===== src/hdl/bsdf_pkg.sv =====
// Shared constants, command and status types and bit search helpers.
package bsdf_pkg;

	localparam int SUPERSAMPLE   = 64;
	localparam int GLYPH_PIXELS  = 16;
	localparam int BORDER_PIXELS = 4;
	localparam int RADIUS_PIXELS = 5;
	localparam int LO_SIDE       = GLYPH_PIXELS + 2 * BORDER_PIXELS;
	localparam int HI_SIDE       = LO_SIDE * SUPERSAMPLE;
	localparam int ROW_WORDS     = (HI_SIDE + 63) / 64;
	localparam int MAP_WORDS     = ROW_WORDS * HI_SIDE;
	localparam int RADIUS        = RADIUS_PIXELS * SUPERSAMPLE;
	localparam int RADIUS_SQ     = RADIUS * RADIUS;
	localparam int SQRT_STEPS    = 16;

	localparam logic KIND_WRITE = 1'b0;
	localparam logic KIND_QUERY = 1'b1;

	typedef struct packed {
		logic              wr_en;
		logic              load;
		logic              rd;
		logic              samp;
		logic [1:0]        sy;
		logic signed [9:0] dy;
		logic signed [3:0] k;
		logic              row_end;
		logic              mul;
		logic              sqrt_init;
		logic              sqrt_step;
		logic              fin;
	} cmd_t;

	typedef struct packed {
		logic out_free;
	} sts_t;

	function automatic logic [5:0] hi_bit(input logic [63:0] v);
		logic [5:0] idx;
		idx = '0;
		for (int i = 0; i < 64; i++) begin
			if (v[i]) idx = 6'(i);
		end
		return idx;
	endfunction

	function automatic logic [5:0] lo_bit(input logic [63:0] v);
		logic [5:0] idx;
		idx = '0;
		for (int i = 63; i >= 0; i--) begin
			if (v[i]) idx = 6'(i);
		end
		return idx;
	endfunction

endpackage


===== src/hdl/bsdf_ctrl.sv =====
// Controller state machine that sequences sampling, scanning and the square root.
module bsdf_ctrl import bsdf_pkg::*; (
	input  logic clk,
	input  logic arst_n,
	input  logic in_valid,
	input  logic in_kind,
	output logic in_ready,
	input  sts_t sts,
	output cmd_t cmd
);

	localparam logic [2:0] ST_IDLE  = 3'd0;
	localparam logic [2:0] ST_SAMP  = 3'd1;
	localparam logic [2:0] ST_SWAIT = 3'd2;
	localparam logic [2:0] ST_SCAN  = 3'd3;
	localparam logic [2:0] ST_DRAIN = 3'd4;
	localparam logic [2:0] ST_MUL   = 3'd5;
	localparam logic [2:0] ST_SQRT  = 3'd6;
	localparam logic [2:0] ST_FIN   = 3'd7;

	localparam logic signed [9:0] DY_FIRST = -10'(RADIUS);
	localparam logic signed [9:0] DY_LAST  = 10'(RADIUS);
	localparam logic signed [3:0] K_FIRST  = -4'(RADIUS_PIXELS);
	localparam logic signed [3:0] K_LAST   = 4'(RADIUS_PIXELS);

	logic [2:0]        state_q;
	logic [1:0]        sy_q;
	logic signed [9:0] dy_q;
	logic signed [3:0] k_q;
	logic [3:0]        cnt_q;

	assign in_ready = (state_q == ST_IDLE);

	always_comb begin
		cmd           = '0;
		cmd.sy        = sy_q;
		cmd.dy        = dy_q;
		cmd.k         = k_q;
		cmd.row_end   = (k_q == K_LAST);
		cmd.wr_en     = in_ready && in_valid && (in_kind == KIND_WRITE);
		cmd.load      = in_ready && in_valid && (in_kind == KIND_QUERY);
		cmd.rd        = (state_q == ST_SAMP) || (state_q == ST_SCAN);
		cmd.samp      = (state_q == ST_SAMP);
		cmd.mul       = (state_q == ST_MUL);
		cmd.sqrt_init = (state_q == ST_MUL);
		cmd.sqrt_step = (state_q == ST_SQRT);
		cmd.fin       = (state_q == ST_FIN) && sts.out_free;
	end

	always_ff @(posedge clk or negedge arst_n) begin
		if (!arst_n) begin
			state_q <= ST_IDLE;
			sy_q    <= '0;
			dy_q    <= DY_FIRST;
			k_q     <= K_FIRST;
			cnt_q   <= '0;
		end else begin
			unique case (state_q)
				ST_IDLE: begin
					if (cmd.load) begin
						state_q <= ST_SAMP;
						sy_q    <= '0;
					end
				end
				ST_SAMP: begin
					sy_q <= sy_q + 2'd1;
					if (sy_q == 2'd3) begin
						state_q <= ST_SWAIT;
						cnt_q   <= '0;
					end
				end
				ST_SWAIT: begin
					cnt_q <= cnt_q + 4'd1;
					if (cnt_q == 4'd3) begin
						state_q <= ST_SCAN;
						dy_q    <= DY_FIRST;
						k_q     <= K_FIRST;
					end
				end
				ST_SCAN: begin
					if (k_q == K_LAST) begin
						k_q <= K_FIRST;
						dy_q <= dy_q + 10'sd1;
						if (dy_q == DY_LAST) begin
							state_q <= ST_DRAIN;
							cnt_q   <= '0;
						end
					end else begin
						k_q <= k_q + 4'sd1;
					end
				end
				ST_DRAIN: begin
					cnt_q <= cnt_q + 4'd1;
					if (cnt_q == 4'd7) state_q <= ST_MUL;
				end
				ST_MUL: begin
					state_q <= ST_SQRT;
					cnt_q   <= '0;
				end
				ST_SQRT: begin
					cnt_q <= cnt_q + 4'd1;
					if (cnt_q == 4'(SQRT_STEPS - 1)) state_q <= ST_FIN;
				end
				ST_FIN: begin
					if (sts.out_free) state_q <= ST_IDLE;
				end
				default: state_q <= ST_IDLE;
			endcase
		end
	end

endmodule


===== config.mk =====
export PLATFORM = sky130hd
export DESIGN_NAME = bsdf_ctrl
export DESIGN_NICKNAME = d
export VERILOG_FILES = /design/src/hdl/bsdf_pkg.sv /design/src/hdl/bsdf_ctrl.sv
export SDC_FILE = /design/constraint.sdc
export NUM_CORES = 1
export LEC_CHECK = 0
export ABC_AREA = 1
export BUFFER_PORTS_ARGS = -buffer_cell sky130_fd_sc_hd__buf_2
export CAP_MARGIN = 0
export CORE_ASPECT_RATIO = 1.75
export CORE_MARGIN = 10
export CORE_UTILIZATION = 49
export CTS_CLUSTER_DIAMETER = 60
export CTS_CLUSTER_SIZE = 14
export DETAILED_ROUTE_END_ITERATION = 10
export PLACE_DENSITY = 0.77
export SYNTH_ARGS = -nofsm -noshare
export SYNTH_HDL_FRONTEND = slang
export SYNTH_SLANG_ARGS = --single-unit

===== constraint.sdc =====
create_clock -name clk -period 1.7 [get_ports clk]
set_clock_uncertainty 0.15 [all_clocks]
set_input_delay 0.34 -clock clk [delete_from_list [all_inputs] [get_ports clk]]
set_output_delay 0.34 -clock clk [all_outputs]
set_load 0.02 [all_outputs]

==> results of run 1 <==
==> state kept, by name, indices dropped and copies added, names as in the netlist <==
register	cells
dy_q	10
cnt_q	4
state_q	3
k_q	4
sy_q	2
==> final cells by class <==
type | count | area share
clock buffer | 4 | 0.0202
inverter | 28 | 0.0494
multi-input combinational | 161 | 0.451
sequential | 23 | 0.263
tap | 42 | 0.0236
timing repair buffer | 59 | 0.192
==> timing repair <==
item,CTS,global route
setup endpoints to repair,8,25
gates resized for setup,25,40
hold endpoints to repair,17,0
hold buffers,1,0
pin swaps,5,14
gates cloned,1,0
buffers inserted,9,8
==> Yosys cell counts (2+ instances only) <==
| cell type | n | share of area |
|---|---|---|
| o21ai_0 | 6 | 0.019 |
| xor2_1 | 2 | 0.011 |
| inv_1 | 25 | 0.061 |
| nand3_1 | 19 | 0.062 |
| buf_6 | 2 | 0.015 |
| o21bai_1 | 3 | 0.015 |
| ha_1 | 6 | 0.049 |
| nand4_1 | 9 | 0.036 |
| nor2_1 | 24 | 0.058 |
| dfstp_2 | 6 | 0.10 |
| nor2_2 | 2 | 0.0081 |
| a21oi_1 | 4 | 0.013 |
| nand2_2 | 3 | 0.012 |
| nand2_1 | 60 | 0.15 |
| nor2_4 | 2 | 0.015 |
| o21ai_1 | 6 | 0.019 |
| xnor2_1 | 2 | 0.011 |
| o21ai_2 | 3 | 0.017 |
| nor3_1 | 2 | 0.0065 |
| dfrtp_1 | 17 | 0.28 |
| or2_2 | 2 | 0.0081 |
| inv_2 | 3 | 0.0073 |
==> worst max-delay path, delay by kind of cell, from the launching register on <==
family | cells | cell delay [ps]
adder cells (fa/ha/maj) | 1 | 150
buffers and inverters | 2 | 170
flip-flops | 1 | 550
AND/OR/NAND/NOR | 2 | 140
==> cells by family (layout without fill, tap and decap cells) <==
logic type	after synthesis	count (layout)
and+or+nand+nor	125	126
buffers and inverters	31	91
AOI/OAI and AO/OA	25	25
DFF	23	23
adders and majority gates	6	6
xor gates and xnor gates	4	4
==> final timing paths <==
path / endpoint / slack, ps / startpoint / cells past startpoint
worst max-delay path: cmd[4] / -80 / k_q[1] / 5
worst min-delay path: sy_q[1] / 300 / in_valid / 4
worst min register to register: dy_q[6] / 360 / dy_q[6] / 2
worst max register to register: dy_q[4] / -10 / state_q[0] / 8
max in group asynchronous: state_q[1] / 590 / arst_n / 2
min in group asynchronous: dy_q[1] / 420 / arst_n / 2
==> layer usage <==
metal / up-vias / wire, um / track usage
li1: 817 / - / -
met1: 791 / 1690 / 0.133
met2: 48 / 2650 / 0.285
met3: 16 / 193 / 0.0275
met4: 0 / 144 / 0.0562
met5: - / 0 / 0
==> metrics by stage <==
step	TNS [ps]	power (uW)
CTS	-85.1	3360
finish	-185	3760
global placement	0	2730
floorplan	0	2210
detailed placement	-2.21	2770
global route	-836	4030
==> power groups by stage <==
stage          clock network, uW  registers (uW)  logic [uW]
2_1_floorplan                  0            1090        1120
3_3_place_gp                   0             970        1760
3_5_place_dp                   0             974        1790
4_1_cts                      353             975        2030
5_1_grt                      372            1020        2630
6_report                     344             999        2420
==> run_results.csv, run 1 <==
group,metric,value,unit
status,outcome,"finished with violations",
status,failed_checks,"negative setup slack",
cts,cts_sinks,23,
detailed_routing,wl,4670,um
power_and_ir_drop,powerDensity,1690,nW/um2
power_and_ir_drop,internal-power,1950,uW
sta,postLayoutSetupSlackWorst,-76.7,ps
yosys,yosys_warnings,0,
cts,cts_buffer_depth,2,
sta,clock.fmax,0.563,GHz
final_layout,multi_input_area,1000,um2
yosys,synth.distinct_cells,28,
yosys,synth-seq-area-share,0.377,
yosys,synth-seq-cells,23,
detailed_routing,wl_per_cell,14.7,um
setup_path,cpMaxStageDelayCell,"dfstp_2",
final_layout,register_area,587,um2
detailed_routing,drc_errors,0,
final_layout,final_nets,287,
sta,drv_slew,0,
yosys,synth_edf_count,0,
yosys,synthSimpleGateAreaFrac,0.362,
placed_design,pre_cts_slack,-2.21,ps
final_layout,layout_commonest_cell,"nand2_1",
final_layout,fin_cells,317,
yosys,synth_xor_area_frac,0.0227,
setup_path,critPathMaxStageDelay,550,ps
final_layout,fin_area,2230,um2
detailed_routing,detail_route.iter0.violations,87,
power_and_ir_drop,power.leakage,0.00111,uW
sta,rsz0062_at_grt,"true",
cts,clk_latency,270,ps
grt,gr-total-overflow,0,
power_and_ir_drop,p_sw,1810,uW
setup_path,worstPathArrival,1290,ps
yosys,syn_nets,225,
yosys,syn-instance-count,214,
yosys,synth_compound_area_frac,0.102,
yosys,syn_avg_cell_area,7.22,um2
min_path,min_path_type,"input pin to register",
detailed_routing,vias,1672,
yosys,synth_ff_type,"dfrtp_1",
die,die_w,62.5,um
die,core_area,2990,um2
die,ios,31,
setup_path,cp_max_fo,3,
power_and_ir_drop,swShare,0.482,
detailed_routing,vias_per_cell,5.27,
grt,grt_pass1_wl,6940,um
setup_path,crit_chain,"inv_2 -> ha_4 -> nand2_4 -> nor2_4 -> buf_6",
placed_design,io_buffers,30,
final_layout,mostFrequentLayoutCells,"nand2_1 (54), buf_4 (26), buf_2 (22)",
sta,tightest_slew,531,ps
die,rows,26,
grt,grtUsageTotal,0.141,
power_and_ir_drop,seqPwrFrac,0.266,
detailed_routing,first_pass_iters,4,
yosys,yosys-mux-area-fraction,0,
grt,grt_max_degree,24,
final_layout,drive_above_1_share,0.444,
power_and_ir_drop,peakVddDrop,1.16,mV
setup_path,worstSetupEndpointType,"output pin",
yosys,synth_area,1550,um2
cts,numCtsBuffers,3,
placed_design,dp_hpwl,3140,um
placed_design,placedCellCount,294,
sta,fin_crit,1780,ps
cts,cts_tree,"built",
cts,clk_pin_slew_worst_paths,80,ps
cts,htreeDepth,1,
sta,slew_headroom,0.646,
sta,period_share,1.05,
final_layout,area_delta_synth_final,44.1,%
power_and_ir_drop,share_comb_of_total_power,0.643,
yosys,synthAdderAreaFrac,0.0486,
sta,final-hold-violation-count,0,
die,start_util,0.516,
sta,whs,301,ps
die,die-area,5890,um2
final_layout,fillers,233,
placed_design,routabilityCongestion,0.928,
power_and_ir_drop,power_frac_clock,0.091,
final_layout,post-route-util,0.744,
die,fp.dieH,94.3,um
final_layout,n_antenna_cell,0,
setup_path,worstSetupPathType,"register to output pin",
yosys,synth_top_family_by_area,"simple AND/OR/NAND/NOR gates",
setup_path,cp.required,1210,ps
yosys,async_flop_share,1.00,
detailed_routing,ant_nets,0,
setup_path,cp-start-kind,"register",
flow_run,max_cap_violations,0,
grt,antenna_found_initial,0,
grt,grt_pass1_vias,1605,
sta,setup_viol,5,
cts,cts_root_buffer,"clkbuf_8",
placed_design,place_area,1830,um2
No activity file was read; power rests on OpenSTA's default activity.
==> run 2, diff against run 1 <==
Settings changed: ABC_AREA 1 to not set, CORE_UTILIZATION 49 to 48, PLACE_DENSITY 0.77 to 0.76.
==> run 2 against run 1 <==
Net effect: the flow still finishes with violations (negative setup slack); synthesized area decreased by 5.9%; sequential share of layout area decreased by 1.9 points; largest cell class unchanged; total power decreased by 75%; worst hold slack improved by 41 ps; die area decreased by 2.9%; cell area increased by 7.2%.
==> run_results.csv, run 2 <==
group,metric,value,unit
power_and_ir_drop,powerDensity,389,nW/um2
yosys,synthSimpleGateAreaFrac,0.269,
die,ios,31,
final_layout,reg.largest.list,"dy_q: 10 flops, cnt_q: 4 flops, k_q: 4 flops",
yosys,syn_nets,171,
min_path,min_path_type,"input pin to register",
cts,cts_root_buffer,"clkbuf_8",
die,fp.dieH,92.8,um
setup_path,worstSetupPathType,"register to register",
setup_path,rr_endpoint,"dy_q[3]",
yosys,synth_xor_area_frac,0.00602,
yosys,synthAdderAreaFrac,0.0516,
sta,drv_slew,0,
final_layout,regMostFlops,"dy_q",
detailed_routing,vias_per_cell,6.27,
yosys,synth_ff_type,"dfrtp_1",
yosys,synth_compound_area_frac,0.185,
final_layout,largest_register_ffs,10,
status,failed_checks,"negative setup slack",
detailed_routing,drc_errors,0,
placed_design,pre_cts_slack,-217,ps
yosys,synth_top_cell_area_share,0.293,
sta,rsz0062_at_grt,"true",
setup_path,reg2reg_depth,7,
die,core_area,2930,um2
min_path,holdPathEnd,"state_q[0]",
detailed_routing,ant_nets,0,
final_layout,final_nets,251,
sta,clock.fmax,0.500,GHz
sta,slew_headroom,0.645,
min_path,hold_start,"sts",
cts,cts_sinks,23,
yosys,syn-instance-count,160,
power_and_ir_drop,power.leakage,0.00112,uW
detailed_routing,detail_route.iter0.violations,86,
sta,period_share,1.18,
flow_run,max_cap_violations,0,
yosys,synth-seq-cells,23,
sta,postLayoutSetupSlackWorst,-301,ps
grt,gr-total-overflow,0,
placed_design,io_buffers,30,
yosys,synth-seq-area-share,0.401,
placed_design,dp_hpwl,3200,um
detailed_routing,wl,5550,um
die,rows,26,
grt,grtUsageTotal,0.188,
die,die_w,61.6,um
placed_design,routabilityCongestion,0.849,
cts,htreeDepth,1,
min_path,hold_depth,4,
setup_path,worstSetupEndpointType,"register",
cts,clk_pin_slew_worst_paths,90,ps
setup_path,cp.required,1760,ps
yosys,synth_edf_count,0,
setup_path,worstPathArrival,2060,ps
sta,tightest_slew,532,ps
final_layout,fillers,165,
yosys,synth_area,1450,um2
detailed_routing,vias,1673,
setup_path,rr_startpoint,"k_q[0]",
yosys,synthTopCellsByArea,"dfrtp_1 (29%), dfstp_2 (11%), ha_1 (5.2%)",
yosys,yosys_warnings,0,
final_layout,mostFrequentLayoutCells,"buf_4 (40), buf_6 (23), buf_2 (19)",
status,outcome,"finished with violations",
yosys,yosys-mux-area-fraction,0.0301,
grt,antenna_found_initial,0,
cts,cts_tree,"built",
sta,final-hold-violation-count,0,
cts,clk_latency,280,ps
cts,numCtsBuffers,3,
final_layout,layout_commonest_cell,"buf_4",
sta,fin_crit,2000,ps
final_layout,area_delta_synth_final,64.3,%
yosys,syn_avg_cell_area,9.09,um2
cts,cts_buffer_depth,2,
detailed_routing,first_pass_iters,4,
grt,grt_pass1_vias,1856,
sta,fin_tns_setup,-4460,ps
power_and_ir_drop,peakVddDrop,0.545,mV
yosys,ys_top_cells_by_count,"dfrtp_1 (17), o21ai_0 (14), nand2_1 (11)",
grt,grt_pass1_wl,8290,um
final_layout,n_antenna_cell,0,
setup_path,cp_max_fo,4,
grt,grt_max_degree,24,
yosys,yosysMostFrequentCell,"dfrtp_1",
yosys,synth.distinct_cells,51,
setup_path,cp-start-kind,"register",
sta,setup_viol,26,
yosys,synth_top_family_by_area,"simple AND/OR/NAND/NOR gates",
final_layout,drive_above_1_share,0.577,
detailed_routing,wl_per_cell,20.8,um
die,start_util,0.497,
setup_path,r2r_slack,-300,ps
die,die-area,5720,um2
yosys,async_flop_share,1.00,
yosys,yosysTopAreaCell,"dfrtp_1",
run 2: cell types whose count changed in the layout (fill, tap and decap cells not counted), sizes merged, moves of 4 or more:
cell   change
inv       -19
nand2     -52
o31ai      +4
nand3     -11
nor2      -21
or3        +5
buf       +24
nand4      -5
run 2: routing by layer:
| metal | global-route usage | part of all wire |
|---|---|---|
| met2 | 0.347 | 0.57 |
| met3 | 0.0479 | 0.054 |
| met4 | 0.118 | 0.039 |
| met5 | 0 | 0 |
| met1 | 0.165 | 0.34 |
run 2: repair_timing:
item,in CTS,in global routing
endpoints found under the setup margin,25,30
hold buffers,1,0
pin swaps,15,14
hold endpoints to repair,17,0
cloned,1,0
gates resized for setup,50,34
setup buffers,19,10
run 2: layout make-up:
| type | count | area, um2 | area share |
|---|---|---|---|
| well taps | 28 | 35.0 | 0.0147 |
| repair buffers | 83 | 664 | 0.278 |
| flip-flops and latches | 23 | 584 | 0.245 |
| clock inverters | 1 | 5.00 | 0.00210 |
| inverters | 9 | 33.8 | 0.0141 |
| clock buffers | 3 | 41.3 | 0.0173 |
| multi-input cells | 120 | 1020 | 0.429 |
run 2: critical path, cell delays in order, from the launching register on:
cell	delay, ps
dfstp_2	580
ha_4	130
nand3b_1	130
inv_2	150
buf_4	140
o221ai_4	130
or3_1	370
a21oi_1	140
run 2: worst max-delay path by stage:
stage	startpoint	to	slack, ps	cells past startpoint
floorplan	k_q[0]	dy_q[5]	-300	6
global placement	k_q[0]	dy_q[5]	-140	6
detailed placement	k_q[0]	dy_q[2]	-220	7
CTS	k_q[1]	cmd[4]	-220	6
global route	k_q[0]	dy_q[2]	-360	7
finish	k_q[0]	dy_q[3]	-300	7
run 2: cells by family after synthesis:
kind of cell	Yosys count
muxes	4
AOI/OAI and AO/OA	42
adders and majority gates	6
buffers and inverters	18
xor gates and xnor gates	1
DFF	23
and+or+nand+nor	66
run 2: report_power, final:
part	internal [uW]	total (uW)	switching, uW
registers	547	547	0
logic	6.48	22.2	15.7
clock network	164	359	195
run 2: per-stage QoR:
stage | area, um2 | util | hold WS, ps | cells | power (uW)
floorplan | 1530 | - | -106 | 160 | 560
global placement | 1830 | 0.626 | 186 | 235 | 575
detailed placement | 1830 | 0.626 | 198 | 235 | 576
CTS | 2220 | 0.759 | 345 | 260 | 920
global route | 2390 | 0.816 | 353 | 267 | 960
finish | 2390 | 0.816 | 343 | 267 | 929
